===== src/hdl/knn_pkg.sv =====
// Shared types and constants for the two-class nearest-neighbor vote block.
// Holds request, label and class codes and the controller/datapath interface structs.
// No dependencies.
package knn_pkg;

   // Request codes carried on req_type.
   localparam logic REQ_LOAD  = 1'b0;
   localparam logic REQ_QUERY = 1'b1;

   // Training label codes.
   localparam logic [1:0] LABEL_RED  = 2'd0;
   localparam logic [1:0] LABEL_BLUE = 2'd1;

   // Answer codes on rsp_decided_class.
   localparam logic CLASS_RED  = 1'b0;
   localparam logic CLASS_BLUE = 1'b1;

   // Fixed field widths.
   localparam int LABEL_W = 2;
   localparam int NC_W    = 5;
   localparam int VOTE_W  = 5;
   localparam logic [NC_W-1:0] NC_RESET = 5'd1;

   // Commands from the controller to the datapath.
   typedef struct packed {
      logic load;
      logic query;
      logic scan;
      logic count;
      logic finish;
   } knn_cmd_type;

   // Status from the datapath to the controller.
   typedef struct packed {
      logic store_empty;
      logic scan_last;
      logic pipe_busy;
      logic count_done;
   } knn_status_type;

endpackage


===== src/hdl/knn_ctrl.sv =====
// Controller state machine of the nearest-neighbor vote block.
// Depends on knn_pkg for the command and status structs and the request codes.
module knn_ctrl (
   input  logic                    clock,
   input  logic                    reset,
   input  logic                    start,
   input  logic                    req_type,
   input  knn_pkg::knn_status_type status,
   output knn_pkg::knn_cmd_type    cmd,
   output logic                    busy
);

   typedef enum logic [4:0] {
      ST_IDLE  = 5'b00001,
      ST_SCAN  = 5'b00010,
      ST_DRAIN = 5'b00100,
      ST_COUNT = 5'b01000,
      ST_DONE  = 5'b10000
   } state_type;

   state_type state_ff;
   state_type state_in;

   // Next state and commands.
   always_comb begin
      state_in = state_ff;
      cmd      = '0;
      case (state_ff)
         ST_IDLE: begin
            if (start) begin
               if (req_type == knn_pkg::REQ_QUERY) begin
                  cmd.query = 1'b1;
                  state_in  = ST_SCAN;
               end else begin
                  cmd.load = 1'b1;
               end
            end
         end
         ST_SCAN: begin
            if (status.store_empty) begin
               state_in = ST_DRAIN;
            end else begin
               cmd.scan = 1'b1;
               if (status.scan_last) begin
                  state_in = ST_DRAIN;
               end
            end
         end
         ST_DRAIN: begin
            if (!status.pipe_busy) begin
               state_in = ST_COUNT;
            end
         end
         ST_COUNT: begin
            if (status.count_done) begin
               state_in = ST_DONE;
            end else begin
               cmd.count = 1'b1;
            end
         end
         ST_DONE: begin
            cmd.finish = 1'b1;
            state_in   = ST_IDLE;
         end
         default: begin
            state_in = ST_IDLE;
         end
      endcase
   end

   // State register.
   always_ff @(posedge clock) begin
      if (reset) begin
         state_ff <= ST_IDLE;
      end else begin
         state_ff <= state_in;
      end
   end

   assign busy = (state_ff != ST_IDLE);

endmodule


===== config.mk =====
export PLATFORM = sky130hd
export DESIGN_NAME = knn_ctrl
export DESIGN_NICKNAME = d
export VERILOG_FILES = /design/src/hdl/knn_pkg.sv /design/src/hdl/knn_ctrl.sv
export SDC_FILE = /design/constraint.sdc
export NUM_CORES = 1
export LEC_CHECK = 0
export BUFFER_PORTS_ARGS = -buffer_cell sky130_fd_sc_hd__buf_2
export CAP_MARGIN = 0
export CORE_AREA = 2 2 39 41
export CTS_BUF_LIST = sky130_fd_sc_hd__clkbuf_4
export CTS_CLUSTER_DIAMETER = 60
export CTS_CLUSTER_SIZE = 20
export DETAILED_ROUTE_END_ITERATION = 7
export DIE_AREA = 0 0 41 43
export GPL_TIMING_DRIVEN = 0
export SYNTH_ARGS = -nofsm -noshare
export SYNTH_HDL_FRONTEND = slang
export SYNTH_SLANG_ARGS = --single-unit

===== constraint.sdc =====
create_clock -name clock -period 2.2 [get_ports clock]
set_input_delay 0.22 -clock clock [delete_from_list [all_inputs] [get_ports clock]]
set_output_delay 0.22 -clock clock [all_outputs]
set_load 0.01 [all_outputs]

* Word-level counts from Yosys, hierarchy flattened *
Index checks and enable logic that the tools add are counted.

word-level totals
  flip-flop bits (word level) = 5
  latch bits = 0
  memory bits (writable) = 0
  ROM bits = 0
  input port bits = 8
  output and inout port bits = 6
  logic and storage cells = 29
  memories = 0

operators by class
  $add $sub $neg = 0
  multipliers = 0
  div/mod/pow operators = 0
  order comparisons = 0
  equal/unequal tests = 11
  shift-type cells = 0
  multiplexer cells = 16
  bitwise operators = 0
  reductions and logical operators = 1

operator list
  operator                                                                  number
  5-bit 2-to-1 mux                                                          6
  5-bit case mux with 4 select lines                                        1
  2-bit inequality test (second input constant)                             4
  1-bit 2-to-1 mux                                                          7
  5-bit by 1-bit equality test with 1-bit output (second input constant)    1
  5-bit by 2-bit equality test with 1-bit output (second input constant)    1
  5-bit by 3-bit equality test with 1-bit output (second input constant)    1
  5-bit by 4-bit equality test with 1-bit output (second input constant)    1
  5-bit equality test (second input constant)                               1
  5-bit by 1-bit inequality test with 1-bit output (second input constant)  1
  5-bit AND reduction                                                       1
  2-bit 2-to-1 mux                                                          2
  3-bit inequality test (second input constant)                             1

* Logic depth before layout (Yosys ltp) *
  depth after elaboration = 3
  mapped depth = 5
  gate-level depth less buffers = 4

* Least setup slack after synthesis *
No wires, ideal clock.

  path type = register to output
  start = register state_ff[1]
  end = output port cmd[4] in the netlist's numbering
  data arrival time = 1.127 ns
  required time = 1.980 ns
  path slack = 0.853 ns
  stages on the path, launching flop included = 5
  buffers on the path = 1
  cell sequence = dfxtp_1 > buf_6 > nor3_2 > nand3_2 > nor3b_1

RTL lines
  item                      RTL line        source
  start: declaration        knn_ctrl.sv:21  state_type state_ff;
  start signal: assignment  knn_ctrl.sv:76  state_ff <= state_in;
  end: declaration          knn_ctrl.sv:9   output knn_pkg::knn_cmd_type cmd,

==> results by group <==
Yosys
  – Sequential element share of the synthesized area: 29.30%
  – Prevailing post-synth register cell: dfxtp_1
  – Mapped cell area: 341.6 um2
  – Biggest area consumer among synthesized cells: dfxtp_1
  – Synth Register Bits: 5
  – Post-synthesis area per instance: 8.539 um2
  – Library cell with the highest instance count after synthesis: nor2_1
  – Fraction of post-synthesis cell area in the top cell type by area: 29.30%
  – Synth area leaders: dfxtp_1 29%, nor2_1 7.7%, nand4b_1 7.7%
  – Asr flop ratio synth: 0%
  – Synth Net Count: 48
  – Synth warnings: 0
  – Number of distinct library cells after synthesis: 24
  – Post-synth EDFFs: 0
  – Ranking of synthesized cells by instance count: 7 x nor2_1, 5 x dfxtp_1, 3 x nand4b_1
  – Number of instances in the synthesized netlist: 40

Timing
  – Layout Skew: 0.002193 ns
  – Final setup fails: 0
  – Final hold slack: 0.1976 ns
  – Setup total negative slack: 0 ns
  – Slew at the pin closest to its max-slew limit: 0.2687 ns
  – Fmax: 0.6272 GHz
  – Portion of the clock cycle consumed by the worst path in the final layout: 72.47%
  – Setup ws final: 0.6056 ns
  – Tmin final: 1.594 ns
  – Setup repair after global routing missed its margin: false
  – Final number of hold-violating endpoints: 0
  – Max-slew headroom at the worst pin: 82.06%
  – Number of pins with negative max-slew slack in the final report: 0

Critical path
  – Crit Reg-Reg Endpoint: state_ff[1]
  – CP Depth: 5
  – End point of the critical path: cmd[4]
  – WS Path Type: register to primary output
  – Kind of capture point of the worst setup path: primary output
  – Slowest cell on the critical path: dfxtp_1
  – Largest driver fanout on the critical path: 8
  – Highest cell delay on the worst timing path: 0.30 ns
  – Startpoint of the most critical register-to-register path: state_ff[2]
  – Ordered list of cells on the worst path: buf_6, nor3_2, nand3_2, nor3b_1, buf_2
  – Required time of the critical path: 1.98 ns
  – R2r worst-path depth: 4
  – Number of buffer and inverter stages on the critical path: 2
  – Worst setup SP type: register
  – Top delay family on crit path: simple AND/OR/NAND/NOR gates
  – Crit path from: state_ff[1]
  – Reg-to-reg slack, setup: 0.95 ns
  – Arrival time at the worst endpoint: 1.37 ns

Global route
  – Number of global-route vias before repair: 332
  – Number of antenna violations at the first check in global routing: 0
  – Maximum number of pins on one net before global-route repair: 9
  – GRT Overall Usage: 10.24%
  – Grt ovf: 0
  – Wire length of the first global-routing pass: 1.214 mm

Clock tree
  – Buffer depth of the longest clock path: 2
  – Count of instances resized after the clock tree is built: 0
  – Total clock sinks: 5
  – TritonCTS Buffers: 3
  – Clock latency on the worst-skew pair: 0.24 ns
  – Number of hold buffers added after cts: 0
  – Number of buffers added for setup after CTS: 0
  – Root buf cell: clkbuf_4
  – CTS tree: yes
  – Clock edge transition at the registers on the reported setup and hold paths: 0.04 ns
  – H-tree Lvls: 1

Routing
  – Routed WL: 768 um
  – Number of vias per cell after detailed routing: 4.836
  – DRT met1 WL: 357 um
  – DR vias: 353
  – Routed wl met2: 361 um
  – Number of design rule violations left after detail routing: 0
  – DRT antenna net count: 0
  – Met3 Routed Length: 49 um
  – Wire per inst: 10.52 um
  – Number of detailed-routing iterations run before antenna repair: 2
  – Number of design-rule violations left by the first detailed-router iteration: 5
  – Top Metal Used: met3

Final layout
  – Area occupied by multi-input gates: 211.5 um2
  – Final Instance Area: 456.7 um2
  – Area growth syn-to-layout: 33.70%
  – Layout cell share with drive strength beyond 1: 43.86%
  – Largest register FFs: 5
  – Nets@finish: 66
  – Final Core Density: 33.00%
  – Registers with the highest flip-flop counts: state_ff: 5 flops
  – Fill cells: 154
  – Antenna cell count: 0
  – Top register by number of flip-flops: state_ff
  – FF+latch area: 100.1 um2

Pwr
  – Total leakage power: 0.2075 nW
  – Internal power: 0.2091 mW
  – Switching Fraction: 27.03%
  – Sequential power share: 34.9%
  – Power per cell area: 627.5 nW/um2
  – Combinational group share of total power: 23.6%
  – Maximum vdd ir drop: 0.2891 mV
  – Clk pwr share: 41.5%
  – Net switching component of the power: 0.07747 mW

Floorplanning
  – Starting Density: 24.68%
  – Y dimension of the die: 43 um
  – Die width: 41 um
  – Core Area: 1384 um2
  – # rows: 14
  – Ports placed on the boundary: 14
  – Die outline area: 1763 um2

Placement
  – Cell area after placement: 426.7 um2
  – Post-placement setup slack: 0.8674 ns
  – Detail Placement HPWL: 633.7 um
  – Global placement routability congestion: 0.7315
  – Quantity of I/O buffers inserted on ports: 13

Job
  – Number of maximum-capacitance violations: 0

Outcome
  – Run status: finished clean

Worst hold path
  – Class of the worst hold path: input pin to register
layout by cell type, fill, tap and decap left out:
cell	n
nor3_2	1
clkbuf_4	4
nand3_1	2
nand4_1	2
and4_1	1
or3_1	1
o211ai_1	1
nor2_1	7
nor3_1	1
buf_2	13
nor4_1	1
mux2_2	1
a21oi_1	2
a2111oi_2	1
a41o_1	1
xor2_1	1
nand3_2	1
inv_1	1
o21ai_1	1
nand2_1	1
nor2_4	1
dfxtp_1	5
inv_2	1
buf_6	2
nor3b_1	1
nand4b_1	3
through the flow:
stage	total power, mW	std cells
detailed placement	0.1698	69
CTS	0.2930	73
finish	0.2866	73
global placement	0.1686	69
global route	0.3062	73
floorplan	0.1483	40
cells by family after synthesis:
logic type / after synthesis / share of synthesized area, %
and+or+nand+nor: 23 / 42.13
buffers and inverters: 4 / 8.789
DFF: 5 / 29.31
muxes: 1 / 3.296
xor gates and xnor gates: 1 / 2.565
AOI/OAI and AO/OA: 6 / 13.92
layout make-up:
| type | count | area share, % |
|---|---|---|
| Sequential cell | 5 | 21.92 |
| Buffer | 2 | 4.932 |
| Multi-Input combinational cell | 31 | 46.30 |
| Clock buffer | 4 | 6.575 |
| Timing Repair Buffer | 13 | 14.25 |
| Inverter | 2 | 1.644 |
| Tap cell | 16 | 4.384 |
per-layer routing:
layer | up-vias | GRT usage (%)
li1 | 187 | -
met4 | 0 | 2.000
met3 | 0 | 6.283
met2 | 11 | 16.88
met5 | - | 0
met1 | 155 | 10.61
worst min-delay path by stage:
stage	startpoint	endpoint	cells past startpoint
6_report	reset	state_ff[3]	2
5_1_grt	reset	state_ff[2]	2
4_1_cts	reset	state_ff[3]	2
3_5_place_dp	reset	state_ff[3]	2
3_3_place_gp	reset	state_ff[3]	2
2_1_floorplan	reset	state_ff[2]	1
worst register-to-register path, stage by stage, from the launching register on:
cell       delay [ns]
dfxtp_1          0.30
buf_6            0.13
nor2_1           0.20
nand4_1          0.15
a2111oi_2        0.37
power by group through the flow:
stage          clock network [mW]  registers (mW)  logic, mW
2_1_floorplan                   0           0.101     0.0474
3_3_place_gp                    0           0.101     0.0672
3_5_place_dp                    0           0.102     0.0682
4_1_cts                     0.124           0.100     0.0686
5_1_grt                     0.131           0.101     0.0752
6_report                    0.119           0.100     0.0677
(Power assumes the default switching activity.)
